===== config.mk =====
export PLATFORM = sky130hd
export DESIGN_NAME = timer_string_to_bcd_parser_unit
export DESIGN_NICKNAME = d
export VERILOG_FILES = /design/src/rtl/tsbp_pkg.sv /design/src/rtl/tsbp_core.sv /design/src/rtl/tsbp_burst.sv /design/src/rtl/timer_string_to_bcd_parser_unit.sv
export SDC_FILE = /design/constraint.sdc
export NUM_CORES = 1
export LEC_CHECK = 0
export ABC_AREA = 1
export BUFFER_PORTS_ARGS = -buffer_cell sky130_fd_sc_hd__buf_2
export CAP_MARGIN = 40
export CELL_PAD_IN_SITES_DETAIL_PLACEMENT = 0
export CELL_PAD_IN_SITES_GLOBAL_PLACEMENT = 1
export CORE_MARGIN = 2
export CORE_UTILIZATION = 43
export DETAILED_ROUTE_END_ITERATION = 8
export PLACE_DENSITY = 0.78
export SLEW_MARGIN = 10
export SYNTH_ARGS = -nofsm -noshare
export SYNTH_HDL_FRONTEND = slang
export SYNTH_SLANG_ARGS = --single-unit

===== constraint.sdc =====
create_clock -name clk -period 3.2 [get_ports clk]
set_input_delay 0.64 -clock clk [delete_from_list [all_inputs] [get_ports clk]]
set_output_delay 0.64 -clock clk [all_outputs]
set_load 0.02 [all_outputs]

===== src/rtl/tsbp_pkg.sv =====
// ----------------------------------------------------------------------------
// tsbp_pkg
// shared constants, types and character helpers of the timer string parser
// ----------------------------------------------------------------------------
package tsbp_pkg;

	localparam int MAX_BYTES   = 28;
	localparam int STAMP_BYTES = 4;
	localparam int MAX_RESULTS = STAMP_BYTES + 1;
	localparam int IDX_W       = 5;
	localparam int CNT_W       = $clog2(MAX_RESULTS + 1);
	localparam int SLOT_W      = $clog2(MAX_RESULTS);

	localparam logic [IDX_W-1:0] LEN_RESET = IDX_W'(MAX_BYTES);

	localparam logic [7:0] CHAR_NUL   = 8'h00;
	localparam logic [7:0] CHAR_TAB   = 8'h09;
	localparam logic [7:0] CHAR_CR    = 8'h0d;
	localparam logic [7:0] CHAR_SPACE = 8'h20;
	localparam logic [7:0] CHAR_PLUS  = 8'h2b;
	localparam logic [7:0] CHAR_MINUS = 8'h2d;
	localparam logic [7:0] CHAR_ZERO  = 8'h30;
	localparam logic [7:0] CHAR_NINE  = 8'h39;

	localparam logic [7:0] OFF_EVEN = 8'hff;
	localparam logic [7:0] OFF_ODD  = 8'h0f;

	// class of the first character of a pair: 0..9 digit, then these
	localparam logic [3:0] CLS_BLANK = 4'd10;
	localparam logic [3:0] CLS_PLUS  = 4'd11;
	localparam logic [3:0] CLS_OTHER = 4'd12;
	localparam logic [3:0] CLS_DIGIT_MAX = 4'd9;

	typedef struct packed {
		logic [IDX_W-1:0] idx;
		logic [7:0]       value;
		logic             is_status;
		logic             ok;
	} result_t;

	typedef struct packed {
		result_t [MAX_RESULTS-1:0] res;
		logic [CNT_W-1:0]          cnt;
	} burst_t;

	function automatic logic is_digit(input logic [7:0] c);
		return (c >= CHAR_ZERO) && (c <= CHAR_NINE);
	endfunction

	function automatic logic [3:0] classify(input logic [7:0] c);
		logic [3:0] cls;
		if (is_digit(c)) cls = c[3:0];
		else if (c == CHAR_SPACE || (c >= CHAR_TAB && c <= CHAR_CR)) cls = CLS_BLANK;
		else if (c == CHAR_PLUS) cls = CLS_PLUS;
		else cls = CLS_OTHER;
		return cls;
	endfunction

	// atoi value of a pair, straight in bcd
	function automatic logic [7:0] pair_bcd(input logic [3:0] first, input logic [7:0] c);
		logic [7:0] v;
		if (first <= CLS_DIGIT_MAX) v = is_digit(c) ? {first, c[3:0]} : {4'h0, first};
		else if (first == CLS_BLANK || first == CLS_PLUS) v = is_digit(c) ? {4'h0, c[3:0]} : 8'h00;
		else v = 8'h00;
		return v;
	endfunction

	function automatic logic [7:0] off_byte(input logic odd);
		return odd ? OFF_ODD : OFF_EVEN;
	endfunction

endpackage


===== src/rtl/tsbp_core.sv =====
// ----------------------------------------------------------------------------
// tsbp_core
// input register, length register, parse state and one-pass evaluation
// ----------------------------------------------------------------------------
module tsbp_core (
	input  logic                   clk,
	input  logic                   arst_n,
	input  logic                   in_valid,
	output logic                   in_stall,
	input  logic [7:0]             text_char,
	input  logic                   last,
	input  logic                   length_we,
	input  logic [tsbp_pkg::IDX_W-1:0] length_wdata,
	input  logic                   can_load,
	output logic                   burst_ld,
	output tsbp_pkg::burst_t       burst
);
	import tsbp_pkg::*;

	typedef enum logic [1:0] {PH_H1, PH_H2, PH_M1, PH_M2} phase_t;

	logic             valid_s1;
	logic [7:0]       char_s1;
	logic             last_s1;

	logic [IDX_W-1:0] length_q;
	logic [IDX_W-1:0] wi_q, wi_n;
	phase_t           phase_q, phase_n;
	logic [7:0]       hour_q, hour_n;
	logic [3:0]       part_q, part_n;
	logic             err_q, err_n;
	logic             stop_q, stop_n;
	logic [7:0]       hist_q [STAMP_BYTES];
	logic [7:0]       hist_n [STAMP_BYTES];

	logic [IDX_W:0]   len6;
	logic [IDX_W:0]   wi6;
	logic [SLOT_W-1:0] nbytes;
	logic             fin_err;

	assign in_stall = valid_s1 && !can_load;
	assign burst_ld = valid_s1 && can_load;

	assign len6 = (length_q > LEN_RESET) ? (IDX_W+1)'(MAX_BYTES) : {1'b0, length_q};
	assign wi6  = {1'b0, wi_q};

	always_comb begin
		burst   = '0;
		nbytes  = '0;
		wi_n    = wi_q;
		phase_n = phase_q;
		hour_n  = hour_q;
		part_n  = part_q;
		err_n   = err_q;
		stop_n  = stop_q;
		fin_err = 1'b0;
		for (int k = 0; k < STAMP_BYTES; k++) hist_n[k] = hist_q[k];

		if (!err_q && !stop_q) begin
			case (phase_q)
				PH_H1: begin
					if (char_s1 == CHAR_NUL || wi6 >= len6) begin
						stop_n = 1'b1;
					end else if (char_s1 == CHAR_MINUS) begin
						burst.res[0].idx   = wi_q;
						burst.res[0].value = off_byte(wi_q[0]);
						if (wi6 + 1'b1 >= len6) begin
							nbytes = SLOT_W'(1);
							err_n  = 1'b1;
						end else begin
							burst.res[1].idx   = wi_q + 1'b1;
							burst.res[1].value = off_byte(!wi_q[0]);
							nbytes = SLOT_W'(2);
							wi_n   = wi_q + IDX_W'(2);
						end
					end else if (char_s1 == CHAR_PLUS) begin
						if (wi6 < (IDX_W+1)'(STAMP_BYTES)
							|| wi6 + (IDX_W+1)'(STAMP_BYTES) > len6) begin
							err_n = 1'b1;
						end else begin
							for (int k = 0; k < STAMP_BYTES; k++) begin
								burst.res[k].idx   = wi_q + IDX_W'(k);
								burst.res[k].value = hist_q[k];
							end
							nbytes = SLOT_W'(STAMP_BYTES);
							wi_n   = wi_q + IDX_W'(STAMP_BYTES);
						end
					end else if (wi6 + 1'b1 >= len6) begin
						err_n = 1'b1;
					end else begin
						part_n  = classify(char_s1);
						phase_n = PH_H2;
					end
				end
				PH_H2: begin
					if (char_s1 == CHAR_NUL) begin
						err_n = 1'b1;
					end else begin
						hour_n  = pair_bcd(part_q, char_s1);
						phase_n = PH_M1;
					end
				end
				PH_M1: begin
					if (char_s1 == CHAR_NUL) begin
						err_n = 1'b1;
					end else begin
						part_n  = classify(char_s1);
						phase_n = PH_M2;
					end
				end
				PH_M2: begin
					if (char_s1 == CHAR_NUL) begin
						err_n = 1'b1;
					end else begin
						// minutes first, hours after
						burst.res[0].idx   = wi_q;
						burst.res[0].value = pair_bcd(part_q, char_s1);
						burst.res[1].idx   = wi_q + 1'b1;
						burst.res[1].value = hour_q;
						nbytes  = SLOT_W'(2);
						wi_n    = wi_q + IDX_W'(2);
						phase_n = PH_H1;
					end
				end
				default: begin
					err_n = 1'b1;
				end
			endcase
		end

		// written bytes enter the stamp history in order
		for (int k = 0; k < MAX_RESULTS; k++) begin
			if (SLOT_W'(k) < nbytes) begin
				for (int j = 0; j < STAMP_BYTES - 1; j++) hist_n[j] = hist_n[j+1];
				hist_n[STAMP_BYTES-1] = burst.res[k].value;
			end
		end

		burst.cnt = CNT_W'(nbytes);
		if (last_s1) begin
			fin_err = err_n || (phase_n != PH_H1);
			burst.res[nbytes].idx       = '0;
			burst.res[nbytes].value     = '0;
			burst.res[nbytes].is_status = 1'b1;
			burst.res[nbytes].ok        = !fin_err && ({1'b0, wi_n} == len6);
			burst.cnt = CNT_W'(nbytes) + 1'b1;
			wi_n    = '0;
			phase_n = PH_H1;
			hour_n  = '0;
			part_n  = '0;
			err_n   = 1'b0;
			stop_n  = 1'b0;
		end
	end

	always_ff @(posedge clk or negedge arst_n) begin
		if (!arst_n) begin
			valid_s1 <= 1'b0;
			length_q <= LEN_RESET;
			wi_q     <= '0;
			phase_q  <= PH_H1;
			hour_q   <= '0;
			part_q   <= '0;
			err_q    <= 1'b0;
			stop_q   <= 1'b0;
		end else begin
			if (length_we) length_q <= length_wdata;
			if (in_valid && !in_stall) begin
				valid_s1 <= 1'b1;
			end else if (burst_ld) begin
				valid_s1 <= 1'b0;
			end
			if (burst_ld) begin
				wi_q    <= wi_n;
				phase_q <= phase_n;
				hour_q  <= hour_n;
				part_q  <= part_n;
				err_q   <= err_n;
				stop_q  <= stop_n;
			end
		end
	end

	always_ff @(posedge clk) begin
		if (in_valid && !in_stall) begin
			char_s1 <= text_char;
			last_s1 <= last;
		end
		if (burst_ld) begin
			for (int k = 0; k < STAMP_BYTES; k++) hist_q[k] <= hist_n[k];
		end
	end

endmodule


===== src/rtl/tsbp_burst.sv =====
// ----------------------------------------------------------------------------
// tsbp_burst
// result buffer, sends the results of one item one per cycle unless out_stall is high
// ----------------------------------------------------------------------------
module tsbp_burst (
	input  logic                   clk,
	input  logic                   arst_n,
	input  logic                   burst_ld,
	input  tsbp_pkg::burst_t       burst,
	output logic                   can_load,
	output logic                   out_valid,
	input  logic                   out_stall,
	output logic [tsbp_pkg::IDX_W-1:0] byte_index,
	output logic [7:0]             byte_value,
	output logic                   is_status,
	output logic                   ok,
	output logic                   run_end
);
	import tsbp_pkg::*;

	result_t          res_s2 [MAX_RESULTS];
	logic [CNT_W-1:0] cnt_s2;

	assign out_valid  = (cnt_s2 != '0);
	assign can_load   = (cnt_s2 == '0) || (cnt_s2 == CNT_W'(1) && !out_stall);
	assign byte_index = res_s2[0].idx;
	assign byte_value = res_s2[0].value;
	assign is_status  = res_s2[0].is_status;
	assign ok         = res_s2[0].ok;
	assign run_end    = (cnt_s2 == CNT_W'(1));

	always_ff @(posedge clk or negedge arst_n) begin
		if (!arst_n) begin
			cnt_s2 <= '0;
		end else if (burst_ld) begin
			cnt_s2 <= burst.cnt;
		end else if (out_valid && !out_stall) begin
			cnt_s2 <= cnt_s2 - 1'b1;
		end
	end

	always_ff @(posedge clk) begin
		if (burst_ld) begin
			for (int k = 0; k < MAX_RESULTS; k++) res_s2[k] <= burst.res[k];
		end else if (out_valid && !out_stall) begin
			for (int k = 0; k < MAX_RESULTS - 1; k++) res_s2[k] <= res_s2[k+1];
		end
	end

endmodule


===== src/rtl/timer_string_to_bcd_parser_unit.sv =====
// ----------------------------------------------------------------------------
// timer_string_to_bcd_parser_unit
// turns a timer text, one character per transaction, into bcd timer bytes
// ----------------------------------------------------------------------------
// Each accepted character is held in an input register and evaluated in one
// pass against the parse state; the bytes it writes (none, one, two, or four
// for '+') plus a status result after the character marked last are loaded
// together into a result buffer, which sends one result per cycle unless
// out_stall is high. A character with at most one result lets the next one
// follow right behind; with more (at most five, '+' with last) it holds the
// buffer and the input side until its last result is sent. Each character
// passes the input register, then the result buffer. The length register
// (reset 28, values above 28 act as 28) is for the user to write only while
// the unit is idle; the unit does not enforce this. The last four bytes
// written are kept for '+', which only copies bytes the string wrote itself.
module timer_string_to_bcd_parser_unit (
	input  logic                   clk,
	input  logic                   arst_n,
	// character transaction
	input  logic                   in_valid,
	output logic                   in_stall,
	input  logic [7:0]             text_char,
	input  logic                   last,
	// length register write
	input  logic                   length_we,
	input  logic [tsbp_pkg::IDX_W-1:0] length_wdata,
	// result transaction
	output logic                   out_valid,
	input  logic                   out_stall,
	output logic [tsbp_pkg::IDX_W-1:0] byte_index,
	output logic [7:0]             byte_value,
	output logic                   is_status,
	output logic                   ok,
	output logic                   run_end
);
	import tsbp_pkg::*;

	burst_t burst;
	logic   burst_ld;
	logic   can_load;

	// parse state and single-pass evaluation
	tsbp_core u_core (
		.clk          (clk),
		.arst_n       (arst_n),
		.in_valid     (in_valid),
		.in_stall     (in_stall),
		.text_char    (text_char),
		.last         (last),
		.length_we    (length_we),
		.length_wdata (length_wdata),
		.can_load     (can_load),
		.burst_ld     (burst_ld),
		.burst        (burst)
	);

	// result buffer, drains one result per cycle unless out_stall is high
	tsbp_burst u_burst (
		.clk        (clk),
		.arst_n     (arst_n),
		.burst_ld   (burst_ld),
		.burst      (burst),
		.can_load   (can_load),
		.out_valid  (out_valid),
		.out_stall  (out_stall),
		.byte_index (byte_index),
		.byte_value (byte_value),
		.is_status  (is_status),
		.ok         (ok),
		.run_end    (run_end)
	);

endmodule


==> impl_metrics.tcl <==
set metrics [dict create \
    status "finished, violations left" \
    failed_checks "negative setup slack" \
    maxCapViolCount 0 \
    drc 0 \
    place.gp.congestion 0.887 \
    yosys_warnings 0 \
    hold_viol_final 0 \
    fmax_ghz 0.311 \
    yosys.area_share.simple 0.284 \
    postRouteAntennaNets 0 \
    ir_worst_vdd_uv 428 \
    tightest_slew_ns 0.755 \
    powerDensity_mw_per_mm2 884 \
    grt_use_met1 0.384 \
    rsz0062_at_grt "true" \
    cts_root_buf "clkbuf_16" \
    cp-end-kind "flop" \
    synth_top_family_by_area "simple AND/OR/NAND/NOR gates" \
    worst_slack_ns -0.0136 \
    grt.busiest_layer "met2" \
    antenna_found_initial 0 \
    cp-start-kind "flop" \
    use_met2 0.394 \
    synth_flop_cell "edfxtp_1" \
    viasPerCell 5.39 \
    crit_path_start "u_core.wi_q[3]" \
    drt_iter0_markers 929 \
    cts_tree "built" \
    worstPathMaxFanout 3 \
    start_util 0.437 \
    p_sw_mw 3.90 \
    avgSynthCellArea_um2 7.99 \
    grt_max_degree 31 \
    internal_power_mw 5.18 \
    wl_mm 25.9 \
    synthXorXnorAreaFrac 0.00516 \
    cts_hold_buf 0 \
    cts_max_level 4 \
    cp_cell_sequence "ha_2 > xor2_2 > ha_1 > a21oi_2 > o211ai_1 > inv_1 > nand2_1 > nand2_2 > nand2_2 > inv_2 > ha_4 > or2_1 > nand3_2 > nor2_2 > a21oi_2 > nand2_1 > nand2_1 > nand2_1 > nor2_1 > nand3_1 > nor2_1 > nand2_1 > nor2_1" \
    num_io_pins 37 \
    comb_power_share 0.461 \
    synth_compound_area_frac 0.134 \
    swShare 0.430 \
    rr_startpoint "u_core.wi_q[3]" \
    synth_largest_area_cell "edfxtp_1" \
    synth_seq_area_share 0.451 \
    clk_latency_ns 0.42 \
    worst-setup-path-type "reg -> reg" \
    final-setup-viol-count 1 \
    clockPowerShare 0.203 \
    maxSlewViolCount 0 \
    async_flop_share 0.220 \
    grt_pass1_vias 7267 \
    worstRegToRegCells 23 \
    wl_per_cell_um 17.9 \
    grtUsageMet3 0.0424 \
    antenna_cells 0 \
    dp_hpwl_mm 19.1 \
    dr.pass1.iters 6 \
    dieArea_mm2 0.0209 \
    routed-via-count 7824 \
    dp.cells 1418 \
    path_common_cell "nand2_1" \
    yosysMostFrequentCell "nand2_1" \
    num-fill-cells 1915 \
    synthCells 1062 \
    cts_buffers 17 \
    clk_pin_slew_ns 0.06 \
    fin_crit_sh 1.00 \
    ys_seq_elements 132 \
    reg2reg_slack_ns -0.01 \
    fin_setup_tns_ns -0.0136 \
    synth_top_area_frac 0.365 \
    skew_ns 0.0108 \
    clock-sinks 132 \
    synthMuxAreaShare 0.00266 \
    synthAdderAreaFrac 0.0384 \
    cts_buffer_depth 2 \
    grt_pass1_wl_mm 40.8 \
    slew_headroom 0.497 \
    area_growth_pct 21.0 \
    fin_cells 1452 \
    die_y_um 144 \
    synth.area.top_cells "edfxtp_1 (36%), nand2_1 (14%), dfrtp_1 (7.7%), inv_1 (4.8%), nand3_1 (4.7%)" \
    synth_area_mm2 0.00848 \
    fin_nets 1220 \
    overflow 0 \
    multi_input_area_mm2 0.00408 \
    min_period_ns 3.21 \
    synth_common_cells "nand2_1 (306), inv_1 (109), edfxtp_1 (103), nor2_1 (99), nand3_1 (80)" \
    cp-endpoint "u_burst.res_s2[4][0]" \
    synth-edff-count 103 \
    num_rows 51 \
    synth_nets 1107 \
    dp_slack_ns -0.0233 \
    critPathMaxStageDelay_ns 0.39 \
    core_mm2 0.0194 \
    r2r_end "u_burst.res_s2[4][0]" \
    seq_area_mm2 0.00382 \
    critPathSlowestCell "dfrtp_1" \
    hold_path.class "in -> async" \
    drive_above_1_share 0.214 \
    grtUsageTotal 0.259 \
    portBuffers 36 \
    crit_arrival_ns 3.49 \
    leakage_nw 4.61 \
    p_seq_frac 0.335 \
    critPathRequiredTime_ns 3.48 \
    synth.distinct_cells 54 \
    die_width_um 144 \
]
==> metal layers <==
metal | wire length [µm] | part of all wire | up-vias
met2 | 11600 | 0.45 | 299
met4 | 427 | 0.016 | 0
met5 | 0 | 0 | -
met3 | 1930 | 0.074 | 36
li1 | - | - | 3819
met1 | 12000 | 0.46 | 3670
==> power by group through the flow <==
stage                     Clock (mW)  Sequential [mW]  Combinational, mW
after floorplan                    0             3.14               2.56
after global placement             0             3.05               4.03
after detailed placement           0             3.07               4.03
after CTS                       1.86             3.04               4.06
after global routing            1.94             3.11               4.65
final                           1.85             3.04               4.19
==> metrics by stage <==
step | utilization | cell area, µm² | hold slack (ns) | total power, mW
6_report | 0.529 | 10300 | 0.287 | 9.08
5_1_grt | 0.529 | 10300 | 0.340 | 9.70
4_1_cts | 0.521 | 10100 | 0.321 | 8.95
3_5_place_dp | 0.493 | 9570 | 0.494 | 7.10
3_3_place_gp | 0.493 | 9570 | 0.488 | 7.08
2_1_floorplan | - | 8480 | 0.344 | 5.70
==> registers in the layout, indices dropped and copies added, names as in the netlist <==
signal and cells:
u_core.hist_q 32, u_core.valid_s1 1, u_burst.cnt_s2 3, u_burst.res_s2 62
u_core.length_q 5, u_core.wi_q 4, u_core.last_s1 1, u_core.stop_q 1
u_core.char_s1 8, u_core.phase_q 2, u_core.part_q 4, u_core.err_q 1
u_core.hour_q 8
==> what timing repair did <==
item / in CTS / in global routing
gates resized for setup: 2 / 36
setup buffers: 0 / 3
pin swaps: 0 / 18
setup endpoints to repair: 4 / 42
==> kinds of logic after synthesis <==
group	Yosys count
compound gates	185
xor+xnor	5
fa+ha+maj	26
buf+inv	169
flops	132
mux	2
simple gates	543
==> worst max-delay path, delay by kind of cell, from the launching register on <==
kind,cells,cell delay (ns)
flip-flops,1,0.39
AND/OR/NAND/NOR,14,1.24
AO/OA/AOI/OAI,3,0.40
XOR/XNOR,1,0.16
buffers and inverters,2,0.13
adder cells (fa/ha/maj),3,0.74
==> how the worst min path moves through the flow <==
stage | to | cells past startpoint
2_1_floorplan | u_burst.cnt_s2[0] | 0
3_3_place_gp | u_core.hour_q[3] | 2
3_5_place_dp | u_core.part_q[0] | 2
4_1_cts | u_core.phase_q[1] | 1
5_1_grt | u_core.valid_s1 | 1
6_report | u_core.valid_s1 | 1
==> cells in the final DEF (no fill, tap or decap), types with 4 or more instances in the layout <==
cell,n
a21oi_1,25
a21oi_2,4
a32o_1,11
buf_12,6
buf_2,36
buf_4,89
clkbuf_16,17
clkinv_4,4
dfrtp_1,26
edfxtp_1,103
ha_1,23
inv_1,108
inv_2,16
inv_4,5
nand2_1,300
nand2_2,9
nand2_4,7
nand3_1,75
nand3_2,9
nand3_4,4
nand4_1,20
nor2_1,93
nor2_2,10
nor2_4,7
o211ai_1,15
o21ai_0,57
o21ai_1,20
o21ai_2,4
o22ai_1,26
o31ai_1,7
==> layout make-up <==
class                           count  area share
Inverter                          130      0.0492
Timing Repair Buffer              133      0.0965
Clock inverter                     13      0.0108
Clock buffer                       18      0.0418
Sequential cell                   132       0.372
Tap cell                          265      0.0323
Multi-Input combinational cell    761       0.397
Power figures use the tool's default switching activity.
